--- src/design/hst_pkg.sv ---
package hst_pkg;

  // request opcodes
  localparam logic [2:0] OP_ALLOC_REF    = 3'd0;
  localparam logic [2:0] OP_INSTALL_TAKE = 3'd1;
  localparam logic [2:0] OP_INSTALL_AT   = 3'd2;
  localparam logic [2:0] OP_GET          = 3'd3;
  localparam logic [2:0] OP_CLOSE        = 3'd4;
  localparam logic [2:0] OP_DUP          = 3'd5;
  localparam logic [2:0] OP_DUP2         = 3'd6;
  localparam logic [2:0] OP_COUNT        = 3'd7;

  // result status codes
  localparam logic [1:0] STATUS_OK       = 2'd0;
  localparam logic [1:0] STATUS_INVALID  = 2'd1;
  localparam logic [1:0] STATUS_TOO_MANY = 2'd2;

  // width of one slot group for the lowest free search
  localparam int unsigned GRP   = 16;
  localparam int unsigned GRP_W = 4;

  typedef struct packed {
    logic [2:0]  opcode;
    logic [31:0] object_handle;
    logic [7:0]  index_a;
    logic [7:0]  index_b;
  } req_t;

  typedef struct packed {
    logic [1:0]  status;
    logic [7:0]  slot_index;
    logic [31:0] found_handle;
    logic [8:0]  open_count;
    logic [31:0] ref_handle;
    logic [31:0] unref_handle;
  } rsp_t;

endpackage

--- src/design/hst_mem.sv ---
module hst_mem #(
  parameter int unsigned DEPTH = 64,
  parameter int unsigned IW    = 6
) (
  input  logic          clk_i,
  input  logic          rd_en_i,
  input  logic [IW-1:0] rd_addr_a_i,
  input  logic [IW-1:0] rd_addr_b_i,
  output logic [31:0]   rd_data_a_o,
  output logic [31:0]   rd_data_b_o,
  input  logic          wr_en_i,
  input  logic [IW-1:0] wr_addr_i,
  input  logic [31:0]   wr_data_i
);

  logic [31:0] mem_q [DEPTH];
  logic [31:0] rd_a_q;
  logic [31:0] rd_b_q;

  // handle storage, two registered read ports and one write port
  always_ff @(posedge clk_i) begin
    if (wr_en_i) begin
      mem_q[wr_addr_i] <= wr_data_i;
    end
    if (rd_en_i) begin
      rd_a_q <= mem_q[rd_addr_a_i];
      rd_b_q <= mem_q[rd_addr_b_i];
    end
  end

  assign rd_data_a_o = rd_a_q;
  assign rd_data_b_o = rd_b_q;

endmodule

--- src/design/hst_alloc.sv ---
module hst_alloc #(
  parameter int unsigned SLOTS = 64,
  parameter int unsigned IW    = 6
) (
  input  logic          clk_i,
  input  logic          rst_ni,
  input  logic          snap_i,
  input  logic          set_i,
  input  logic          clr_i,
  input  logic [IW-1:0] wr_idx_i,
  input  logic [IW-1:0] rd_idx_a_i,
  input  logic [IW-1:0] rd_idx_b_i,
  output logic          used_a_o,
  output logic          used_b_o,
  output logic          full_o,
  output logic [IW-1:0] free_idx_o
);
  import hst_pkg::*;

  localparam int unsigned NGRP = (SLOTS + GRP - 1) / GRP;
  localparam int unsigned GW   = (NGRP > 1) ? $clog2(NGRP) : 1;
  localparam int unsigned PADW = NGRP * GRP;
  localparam int unsigned FW   = GW + GRP_W;

  logic [SLOTS-1:0] used_q;
  logic [PADW-1:0]  padded;
  logic [GW-1:0]    grp_d, grp_q;
  logic             any_d, full_q;
  logic [GRP-1:0]   grp_bits;
  logic [GRP_W-1:0] bit_sel;
  logic [FW-1:0]    free_full;

  // in-use flags, cleared at reset
  always_ff @(posedge clk_i or negedge rst_ni) begin
    if (!rst_ni) begin
      used_q <= '0;
    end else if (set_i) begin
      used_q[wr_idx_i] <= 1'b1;
    end else if (clr_i) begin
      used_q[wr_idx_i] <= 1'b0;
    end
  end

  // slots past the end count as occupied
  if (PADW > SLOTS) begin : g_pad
    assign padded = {{(PADW - SLOTS){1'b1}}, used_q};
  end else begin : g_nopad
    assign padded = used_q;
  end

  // first stage: lowest group with a free slot
  always_comb begin
    grp_d = '0;
    any_d = 1'b0;
    for (int g = NGRP - 1; g >= 0; g--) begin
      if (!(&padded[g*GRP +: GRP])) begin
        grp_d = GW'(g);
        any_d = 1'b1;
      end
    end
  end

  always_ff @(posedge clk_i or negedge rst_ni) begin
    if (!rst_ni) begin
      grp_q  <= '0;
      full_q <= 1'b1;
    end else if (snap_i) begin
      grp_q  <= grp_d;
      full_q <= !any_d;
    end
  end

  // second stage: lowest free slot inside the chosen group
  assign grp_bits = padded[grp_q*GRP +: GRP];

  always_comb begin
    bit_sel = '0;
    for (int i = GRP - 1; i >= 0; i--) begin
      if (!grp_bits[i]) begin
        bit_sel = GRP_W'(i);
      end
    end
  end

  assign free_full  = {grp_q, bit_sel};
  assign free_idx_o = free_full[IW-1:0];
  assign full_o     = full_q;
  assign used_a_o   = used_q[rd_idx_a_i];
  assign used_b_o   = used_q[rd_idx_b_i];

endmodule

--- src/design/handle_slot_table_top.sv ---
// Descriptor slot table with lowest-free allocation. Every request passes
// an accept cycle and then the execute state: in the accept cycle the
// handle memory is read at the source and destination slots and the lowest
// slot group with a free entry is latched; in the execute state the lowest
// free slot within that group is found, the handle memory and in-use flags
// are written back and the result is loaded into the output register. This
// split is set by the registered read of the handle memory. A request that
// finishes while the previous result is still unclaimed waits in the execute
// state. In-use flags are flip-flops cleared by reset, so the table is
// usable right after reset with no clearing pass.
module handle_slot_table_top #(
  parameter int unsigned SLOTS = 64
) (
  input  logic          clk_i,
  input  logic          rst_ni,
  input  logic          in_valid_i,
  output logic          in_ready_o,
  input  hst_pkg::req_t in_req_i,
  output logic          out_valid_o,
  input  logic          out_ready_i,
  output hst_pkg::rsp_t out_rsp_o
);
  import hst_pkg::*;

  localparam int unsigned IW = $clog2(SLOTS);
  localparam int unsigned OW = $clog2(SLOTS + 1);
  localparam logic [8:0]  SlotsW = 9'(SLOTS);

  localparam logic ST_IDLE = 1'b0;
  localparam logic ST_EXEC = 1'b1;

  logic          state_q, state_d;
  req_t          req_q;
  rsp_t          rsp_q, rsp;
  logic          out_valid_q;
  logic [OW-1:0] occ_q, occ_next;
  logic          accept, fire;

  logic [7:0]    dst_in;
  logic [IW-1:0] a_idx, dst_idx, free_idx, wr_idx;
  logic [7:0]    dst8;
  logic [31:0]   rd_a, rd_b, src, obj, wr_data;
  logic          used_a, used_b, full;
  logic          a_ok, dst_rng;
  logic          set_en, clr_en, wr_en, occ_inc, occ_dec;

  assign in_ready_o = (state_q == ST_IDLE);
  assign accept     = in_valid_i && in_ready_o;
  assign fire       = (state_q == ST_EXEC) && (!out_valid_q || out_ready_i);

  // destination slot of the incoming request
  assign dst_in = (in_req_i.opcode == OP_DUP2) ? in_req_i.index_b : in_req_i.index_a;

  hst_mem #(
    .DEPTH(SLOTS),
    .IW   (IW)
  ) u_mem (
    .clk_i      (clk_i),
    .rd_en_i    (accept),
    .rd_addr_a_i(in_req_i.index_a[IW-1:0]),
    .rd_addr_b_i(dst_in[IW-1:0]),
    .rd_data_a_o(rd_a),
    .rd_data_b_o(rd_b),
    .wr_en_i    (wr_en && fire),
    .wr_addr_i  (wr_idx),
    .wr_data_i  (wr_data)
  );

  hst_alloc #(
    .SLOTS(SLOTS),
    .IW   (IW)
  ) u_alloc (
    .clk_i     (clk_i),
    .rst_ni    (rst_ni),
    .snap_i    (accept),
    .set_i     (set_en && fire),
    .clr_i     (clr_en && fire),
    .wr_idx_i  (wr_idx),
    .rd_idx_a_i(a_idx),
    .rd_idx_b_i(dst_idx),
    .used_a_o  (used_a),
    .used_b_o  (used_b),
    .full_o    (full),
    .free_idx_o(free_idx)
  );

  // operand decode for the request in flight
  assign dst8    = (req_q.opcode == OP_DUP2) ? req_q.index_b : req_q.index_a;
  assign a_idx   = req_q.index_a[IW-1:0];
  assign dst_idx = dst8[IW-1:0];
  assign a_ok    = ({1'b0, req_q.index_a} < SlotsW) && used_a;
  assign dst_rng = ({1'b0, dst8} < SlotsW);
  assign src     = a_ok ? rd_a : 32'd0;
  assign obj     = (req_q.opcode == OP_DUP || req_q.opcode == OP_DUP2) ?
                   src : req_q.object_handle;

  // operation result and write-back
  always_comb begin
    rsp     = '0;
    set_en  = 1'b0;
    clr_en  = 1'b0;
    wr_en   = 1'b0;
    wr_idx  = dst_idx;
    wr_data = obj;
    occ_inc = 1'b0;
    occ_dec = 1'b0;
    case (req_q.opcode)
      OP_ALLOC_REF, OP_INSTALL_TAKE, OP_DUP: begin
        if ((req_q.opcode == OP_DUP && !a_ok) || obj == 32'd0) begin
          rsp.status = STATUS_INVALID;
        end else if (full) begin
          rsp.status = STATUS_TOO_MANY;
        end else begin
          set_en         = 1'b1;
          wr_en          = 1'b1;
          wr_idx         = free_idx;
          occ_inc        = 1'b1;
          rsp.slot_index = 8'(free_idx);
          if (req_q.opcode != OP_INSTALL_TAKE) begin
            rsp.ref_handle = obj;
          end
        end
      end
      OP_INSTALL_AT, OP_DUP2: begin
        if ((req_q.opcode == OP_DUP2 && !a_ok) || obj == 32'd0 || !dst_rng) begin
          rsp.status = STATUS_INVALID;
        end else begin
          rsp.slot_index = dst8;
          if (!(req_q.opcode == OP_DUP2 && dst8 == req_q.index_a)) begin
            if (used_b) begin
              rsp.unref_handle = rd_b;
            end else begin
              set_en  = 1'b1;
              occ_inc = 1'b1;
            end
            wr_en          = 1'b1;
            rsp.ref_handle = obj;
          end
        end
      end
      OP_GET: begin
        if (!a_ok) begin
          rsp.status = STATUS_INVALID;
        end else begin
          rsp.slot_index   = req_q.index_a;
          rsp.found_handle = src;
        end
      end
      OP_CLOSE: begin
        if (!a_ok) begin
          rsp.status = STATUS_INVALID;
        end else begin
          rsp.unref_handle = src;
          clr_en           = 1'b1;
          wr_idx           = a_idx;
          occ_dec          = 1'b1;
          rsp.slot_index   = req_q.index_a;
        end
      end
      OP_COUNT: begin
      end
      default: begin
      end
    endcase
    occ_next       = occ_q + OW'(occ_inc) - OW'(occ_dec);
    rsp.open_count = 9'(occ_next);
  end

  // sequencer
  always_comb begin
    state_d = state_q;
    case (state_q)
      ST_IDLE: begin
        if (accept) begin
          state_d = ST_EXEC;
        end
      end
      ST_EXEC: begin
        if (fire) begin
          state_d = ST_IDLE;
        end
      end
      default: begin
        state_d = ST_IDLE;
      end
    endcase
  end

  always_ff @(posedge clk_i or negedge rst_ni) begin
    if (!rst_ni) begin
      state_q     <= ST_IDLE;
      out_valid_q <= 1'b0;
      occ_q       <= '0;
    end else begin
      state_q <= state_d;
      if (fire) begin
        out_valid_q <= 1'b1;
        occ_q       <= occ_next;
      end else if (out_ready_i) begin
        out_valid_q <= 1'b0;
      end
    end
  end

  // request and result holding registers
  always_ff @(posedge clk_i) begin
    if (accept) begin
      req_q <= in_req_i;
    end
    if (fire) begin
      rsp_q <= rsp;
    end
  end

  assign out_valid_o = out_valid_q;
  assign out_rsp_o   = rsp_q;

  // occupancy never exceeds the table size
  assert property (@(posedge clk_i) disable iff (!rst_ni)
    ({{(32 - OW){1'b0}}, occ_q} <= SLOTS))
    else $error("occupancy above table size");

  // a full-table status only when every slot is taken
  assert property (@(posedge clk_i) disable iff (!rst_ni)
    (out_valid_o && out_rsp_o.status == STATUS_TOO_MANY) |->
    (out_rsp_o.open_count == SlotsW))
    else $error("too-many status with free slots");

  // a successful result names a slot inside the table
  assert property (@(posedge clk_i) disable iff (!rst_ni)
    (out_valid_o && out_rsp_o.status == STATUS_OK) |->
    ({1'b0, out_rsp_o.slot_index} < SlotsW))
    else $error("slot index out of range");

  // an accepted request is always in the execute state in the following cycle
  assert property (@(posedge clk_i) disable iff (!rst_ni)
    accept |=> (state_q == ST_EXEC))
    else $error("accepted request not executed");

endmodule

--- config.mk ---
export PLATFORM = sky130hd
export DESIGN_NAME = handle_slot_table_top
export DESIGN_NICKNAME = d
export VERILOG_FILES = /design/src/design/hst_pkg.sv /design/src/design/hst_mem.sv /design/src/design/hst_alloc.sv /design/src/design/handle_slot_table_top.sv
export SDC_FILE = /design/constraint.sdc
export NUM_CORES = 2
export LEC_CHECK = 0
export BUFFER_PORTS_ARGS = -buffer_cell sky130_fd_sc_hd__buf_2
export CORE_MARGIN = 2
export CORE_UTILIZATION = 47
export CTS_CLUSTER_DIAMETER = 100
export DETAILED_ROUTE_END_ITERATION = 10
export PLACE_DENSITY = 0.74
export SLEW_MARGIN = 20
export SYNTH_ARGS = -nofsm -noshare
export SYNTH_HDL_FRONTEND = slang
export SYNTH_SLANG_ARGS = --single-unit
--- constraint.sdc ---
create_clock -name clk_i -period 10.8 [get_ports clk_i]
set_clock_uncertainty 0.05 [all_clocks]
set_input_delay 2.16 -clock clk_i [delete_from_list [all_inputs] [get_ports clk_i]]
set_output_delay 2.16 -clock clk_i [all_outputs]
set_load 0.05 [all_outputs]
Yosys cells after proc, flatten, opt, wreduce, memory -nomap -nowiden
Memories as Yosys holds them, arrays and structs flattened. A register that Yosys moved wholly into a read port is not among the register bits.
Cells that the tools add are included.

word-level totals
  register bits = 240
  latch bits = 0
  bits in writable memories = 2048
  bits in read-only memories = 0
  input port bits = 55
  memories kept = 1

memory list
  name         words  width  read ports  clocked after memory_dff  write ports  line           source
  u_mem.mem_q  64     32     2           2                         1            hst_mem.sv:16  logic [31:0] mem_q [DEPTH];

cells by class
  $add $sub $neg = 2
  $mul = 0
  divide/modulo/power cells = 0
  magnitude comparators = 6
  equality and inequality tests = 9
  shift operators = 1
  multiplexer cells = 77
  bitwise gates (word level) = 4
  reduce and logical (&&, ||, !) cells = 30

operator list
  cell                                                                           number
  64-bit 2-to-1 mux                                                              4
  32-bit 2-to-1 mux                                                              7
  32-bit one-hot mux with 2 select lines                                         2
  64-bit AND                                                                     1
  4-bit 2-to-1 mux                                                               16
  64-bit inverter                                                                1
  64-bit bitwise OR                                                              1
  16-bit AND reduction                                                           4
  64-bit by 7-bit indexed part select with 16-bit output                         1
  40-bit 2-to-1 mux                                                              1
  10-bit one-hot mux with 4 select lines                                         1
  6-bit 2-to-1 mux                                                               6
  32-bit zero test                                                               1
  1-bit 2-to-1 mux                                                               24
  8-bit 2-to-1 mux                                                               3
  6-bit by 7-bit less-than comparator with 1-bit output (second input constant)  3
  8-bit by 7-bit less-than comparator with 1-bit output (second input constant)  2
  1-bit binary-select mux with 6-bit select                                      2
  3-bit == test (second input constant)                                          4
  2-bit 2-to-1 mux                                                               6
  6-bit one-hot mux with 2 select lines                                          1
  1-bit logical AND                                                              10
  8-bit == test                                                                  1
  7-bit by 1-bit adder with 7-bit output                                         1
  other kinds (15)                                                               26

Longest topological paths before layout
  depth after elaboration = 28
  depth in mapped cells = 24
  gate-level depth less buffers = 21

By module
From an unflattened synthesis, not the netlist that was laid out.

unflattened totals
  cell total of the unflattened synthesis = 5403
  area, all modules = 108719.3 um^2

modules (own cells, without submodules)
  module                 instances  cells each  area an instance (um^2)
  hst_mem                1          4409        96356.2
  handle_slot_table_top  1          585         7721.2
  hst_alloc              1          409         4642.0

Least setup slack after synthesis
Ideal clock, no wire load.

  kind = input to register
  start = input port out_ready_i
  end = register rsp_q (netlist bit out_rsp_o[0]) (enable)
  setup time = 0.520 ns
  arrival = 5.859 ns
  required time = 10.230 ns
  setup slack = 4.371 ns
  stages = 4
  buffers on the path = 1
  cells stage by stage = nand2b_1 nand2_1 inv_1 clkbuf_1

on the way
  longest elaborated chain between the ends = 2

RTL lines
  item                  line                          source
  start, declared       handle_slot_table_top.sv:20   input logic out_ready_i,
  1-bit logical OR      handle_slot_table_top.sv:49   assign fire = (state_q == ST_EXEC) && (!out_valid_q || out_ready_i);
  1-bit logical AND     handle_slot_table_top.sv:49
  via fire              handle_slot_table_top.sv:37   logic accept, fire;
  end signal, assigned  handle_slot_table_top.sv:211  rsp_q <= rsp;
  end, declared         handle_slot_table_top.sv:34   rsp_t rsp_q, rsp;

The timed path passes the listed nets, and every way through them passes these cells.
A chain may end at the register's enable or synchronous reset.

Worst setup path after layout
  start = register req_q (netlist bit a_idx[0])
  end = memory u_mem.mem_q[38][19] (enable)

on the way
  longest elaborated chain between the ends = 13

RTL lines
  item                                       line                                                        source
  start, declared                            handle_slot_table_top.sv:33                                 req_t req_q;
  start signal, assigned                     handle_slot_table_top.sv:208                                req_q <= in_req_i;
  1-bit binary-select mux with 6-bit select  hst_alloc.sv:88                                             assign used_a_o = used_q[rd_idx_a_i];
  1-bit 2-to-1 mux (not written as such)     hst_alloc.sv:88
  1-bit logical AND                          handle_slot_table_top.sv:91                                 assign a_ok = ({1'b0, req_q.index_a} < SlotsW) && used_a;
  32-bit 2-to-1 mux                          handle_slot_table_top.sv:93                                 assign src = a_ok ? rd_a : 32'd0;
  32-bit 2-to-1 mux                          handle_slot_table_top.sv:94                                 assign obj = (req_q.opcode == OP_DUP || req_q.opcode == OP_DUP2) ?
  32-bit zero test                           handle_slot_table_top.sv:109, handle_slot_table_top.sv:125
  1-bit logical OR (2 in series)             handle_slot_table_top.sv:125                                if ((req_q.opcode == OP_DUP2 && !a_ok) || obj == 32'd0 || !dst_rng) begin
  1-bit 2-to-1 mux                           handle_slot_table_top.sv:125
  1-bit one-hot mux with 2 select lines      handle_slot_table_top.sv:107                                case (req_q.opcode)
  1-bit logical AND                          handle_slot_table_top.sv:64                                 .wr_en_i (wr_en && fire),
  1-bit 2-to-1 mux                           hst_mem.sv:22                                               if (wr_en_i) begin
  1-bit 2-to-1 mux (not written as such)     hst_mem.sv:23                                               mem_q[wr_addr_i] <= wr_data_i;
  end, declared                              hst_mem.sv:16

Parallel ways exist; a longest one is shown, timed or not. The select of a mux whose other input is x is not followed.

==> impl_metrics.ini <==
[outcome]
status = finished, final reports clean

[worst_setup_path]
worstReg2RegStart = a_idx[0]
criticalPathCategory = reg2reg
rr_worst_depth = 11
endpoint_kind = flip-flop
r2r_end = u_mem.mem_q[38][19]
cp_max_fo = 36
critPathArrivalTime_ns = 7.10
worstPathRequired_ns = 11.28
startpoint_type = flip-flop
r2r_slack_ns = 4.19

[logic_synthesis]
synth_cells = 8106
synthMuxAreaShare_pct = 14.76
synthFlopType = edfxtp_1
synth-simple-area-share_pct = 12.66
ys_types = 88
synth_edf_count = 2276
synth.avg_cell_area_um2 = 13.69
seq_area_frac_synth_pct = 63.29
syn-cell-area_um2 = 111000
ys_async_sr_fraction_pct = 3.231
synth_compound_area_share_pct = 6.640
synth_xor_area_share_pct = 0.1263
synth-seq-cells = 2352
yosys_warnings = 0
synthAdderAreaFrac_pct = 0.09695
synth_top_family_by_area = multiplexers

[clocking]
cts_root_buf = clkbuf_16
cts_sinks = 2352
ctsResizeCount = 0
cts_tree = done
cts.clk_slew.worst_paths_ns = 0.06
cts_buffer_depth = 3
insertion_delay_ns = 0.90
holdBufCountCts = 0
cts_buffers = 230
cts.htree.levels = 4
post_cts_buffers = 0

[die]
fp.dieH_um = 490.0
die_w_um = 490.0
core_um2 = 235000
fp.dieArea_um2 = 240100
ioPinCount = 172
rows = 178
start_util_pct = 47.24

[timing]
timing.fmax_mhz = 151.2
tightest_slew_ns = 1.303
hold-worst-slack_ns = 0.4544
setup_violations = 0
timing.final.crit_share_pct = 61.25
finalMaxSlewViolations = 0
fin_crit_ns = 6.615
setup-tns-final_ns = 0
fin_ws_ns = 4.185
relSlewSlack_pct = 13.15
hold_violations = 0
rsz0062_at_grt = no

[drt]
wirelength_um = 373600
routed-via-count = 79266
postRouteAntennaNets = 0
viasPerCell = 6.964
drc = 0
wl_per_cell_um = 32.82
initialDrtViolationCount = 14521
detail_route.first_pass.iterations = 10

[placed_design]
dp_slack_ns = 3.962
dp.final_hpwl_um = 208600
port-buffer-count = 169
place_area_um2 = 116000
gp_congestion = 0.9325

[min_path]
holdPathEnd = occ_q[0]
min_from = occ_q[0]
worstHoldPathType = reg2reg
hold_depth = 2

[power]
vdd_drop_max_v = 0.0002267
p_per_area_nw_per_um2 = 175.7
leakagePower_nw = 41.34

[layout]
final_cell_mix = 2276 x edfxtp_1, 2193 x nand2_1, 700 x mux4_2
nets = 8091
fill_cells = 18355
syn2layout_area_growth_pct = 11.57
fin_area_um2 = 123800
drive_gt1_share_pct = 18.97
final_common_cell = edfxtp_1

[global_route]
grt_overflow_total = 0
grt_max_degree = 168
grt_pass1_wl_um = 531500
antenna_found_initial = 21
track_usage_pct = 30.24
grt_pass1_vias = 75821

[run]
maxCapViolations = 0
-- cells by family (layout without fill, tap and decap cells) --
kind of cell	count (synthesis)	after routing
fa+ha+maj	8	8
mux	755	755
flops	2352	2352
buf+inv	694	813
compound gates	1027	1027
xor+xnor	16	16
other cells	1	9
simple gates	3253	3253
-- cell usage after synthesis (all sizes together) (11+ instances only) --
| master | number | area share, % |
|---|---|---|
| a311oi | 385 | 3.0 |
| nor2 | 92 | 0.31 |
| nand4 | 23 | 0.13 |
| nor3 | 17 | 0.096 |
| xnor2 | 12 | 0.095 |
| clkbuf | 542 | 1.8 |
| nor4 | 25 | 0.16 |
| nand2 | 2198 | 7.4 |
| dfrtp | 75 | 1.7 |
| a211oi | 99 | 0.67 |
| a21oi | 151 | 0.68 |
| inv | 21 | 0.071 |
| nor2b | 36 | 0.20 |
| nand3 | 523 | 2.4 |
| mux2i | 41 | 0.37 |
| nand2b | 14 | 0.079 |
| and3 | 293 | 1.7 |
| a31oi | 134 | 0.76 |
| buf | 131 | 0.51 |
| edfxtp | 2276 | 62 |
| mux2 | 11 | 0.11 |
| o21ai | 170 | 0.77 |
| mux4 | 703 | 14 |
| a22o | 33 | 0.26 |
-- state kept, by name, indices dropped and copies added (netlist names), named ones only --
signal and flops:
u_mem.mem_q 2048, out_rsp_o 113, req_q 45, u_mem.rd_data_a_o 32, u_mem.rd_data_b_o 32, occ_q 7
a_idx 6, u_alloc.grp_q 2, out_valid_o 1, state_q 1, u_alloc.full_o 1
-- per-layer routing --
| layer | share of wire (%) | routed length, um | global-route usage (%) |
|---|---|---|---|
| met3 | 16 | 58440 | 9.815 |
| met1 | 33 | 124000 | 39.01 |
| met5 | 0.038 | 143 | 0 |
| met4 | 6.3 | 23640 | 16.42 |
| met2 | 45 | 167400 | 45.48 |
-- cell type report --
cell class	instances	area [um^2]	share of cell area (%)
sequential	2352	70250	56.73
multi-input combinational	5063	39110	31.58
clock buffer	281	6092	4.919
tap	3150	3941	3.183
timing repair buffer	360	2701	2.181
clock inverter	151	1645	1.329
inverter	21	88.84	0.07174
antenna	5	12.51	0.01010
-- critical path, stage by stage (launching register included) --
cell and delay [ns]:
edfxtp_1 0.74, buf_8 0.26, mux4_2 0.51, mux2i_1 0.18
a22o_1 0.16, and4bb_2 0.28, or2_1 0.65, o311a_1 0.61
nor4b_2 0.56, nand2_1 0.79, nor2_4 0.93, buf_4 0.50
-- worst max path at each step --
stage	from	to	cells past startpoint
finish	a_idx[0]	u_mem.mem_q[38][19]	11
global route	a_idx[0]	u_mem.mem_q[38][17]	11
CTS	a_idx[0]	u_mem.mem_q[38][22]	10
detailed placement	a_idx[0]	u_mem.mem_q[38][8]	10
global placement	a_idx[0]	u_mem.mem_q[38][10]	10
floorplan	out_ready_i	out_rsp_o[0]	4
-- power by group --
group / internal [W] / switching, W
Clock: 0.00473 / 0.00358
Combinational: 0.000833 / 0.00198
Sequential: 0.0104 / 0.000241
Total: 0.0160 / 0.00580
-- stage by stage --
step,util (%),cells,total power (W)
after CTS,52.66,11376,0.02166
final,52.71,11383,0.02176
after detailed placement,49.37,10944,0.01353
after floorplan,-,8109,0.01250
after global routing,52.70,11380,0.02223
after global placement,49.37,10944,0.01346
Power figures use the tool's default switching activity.
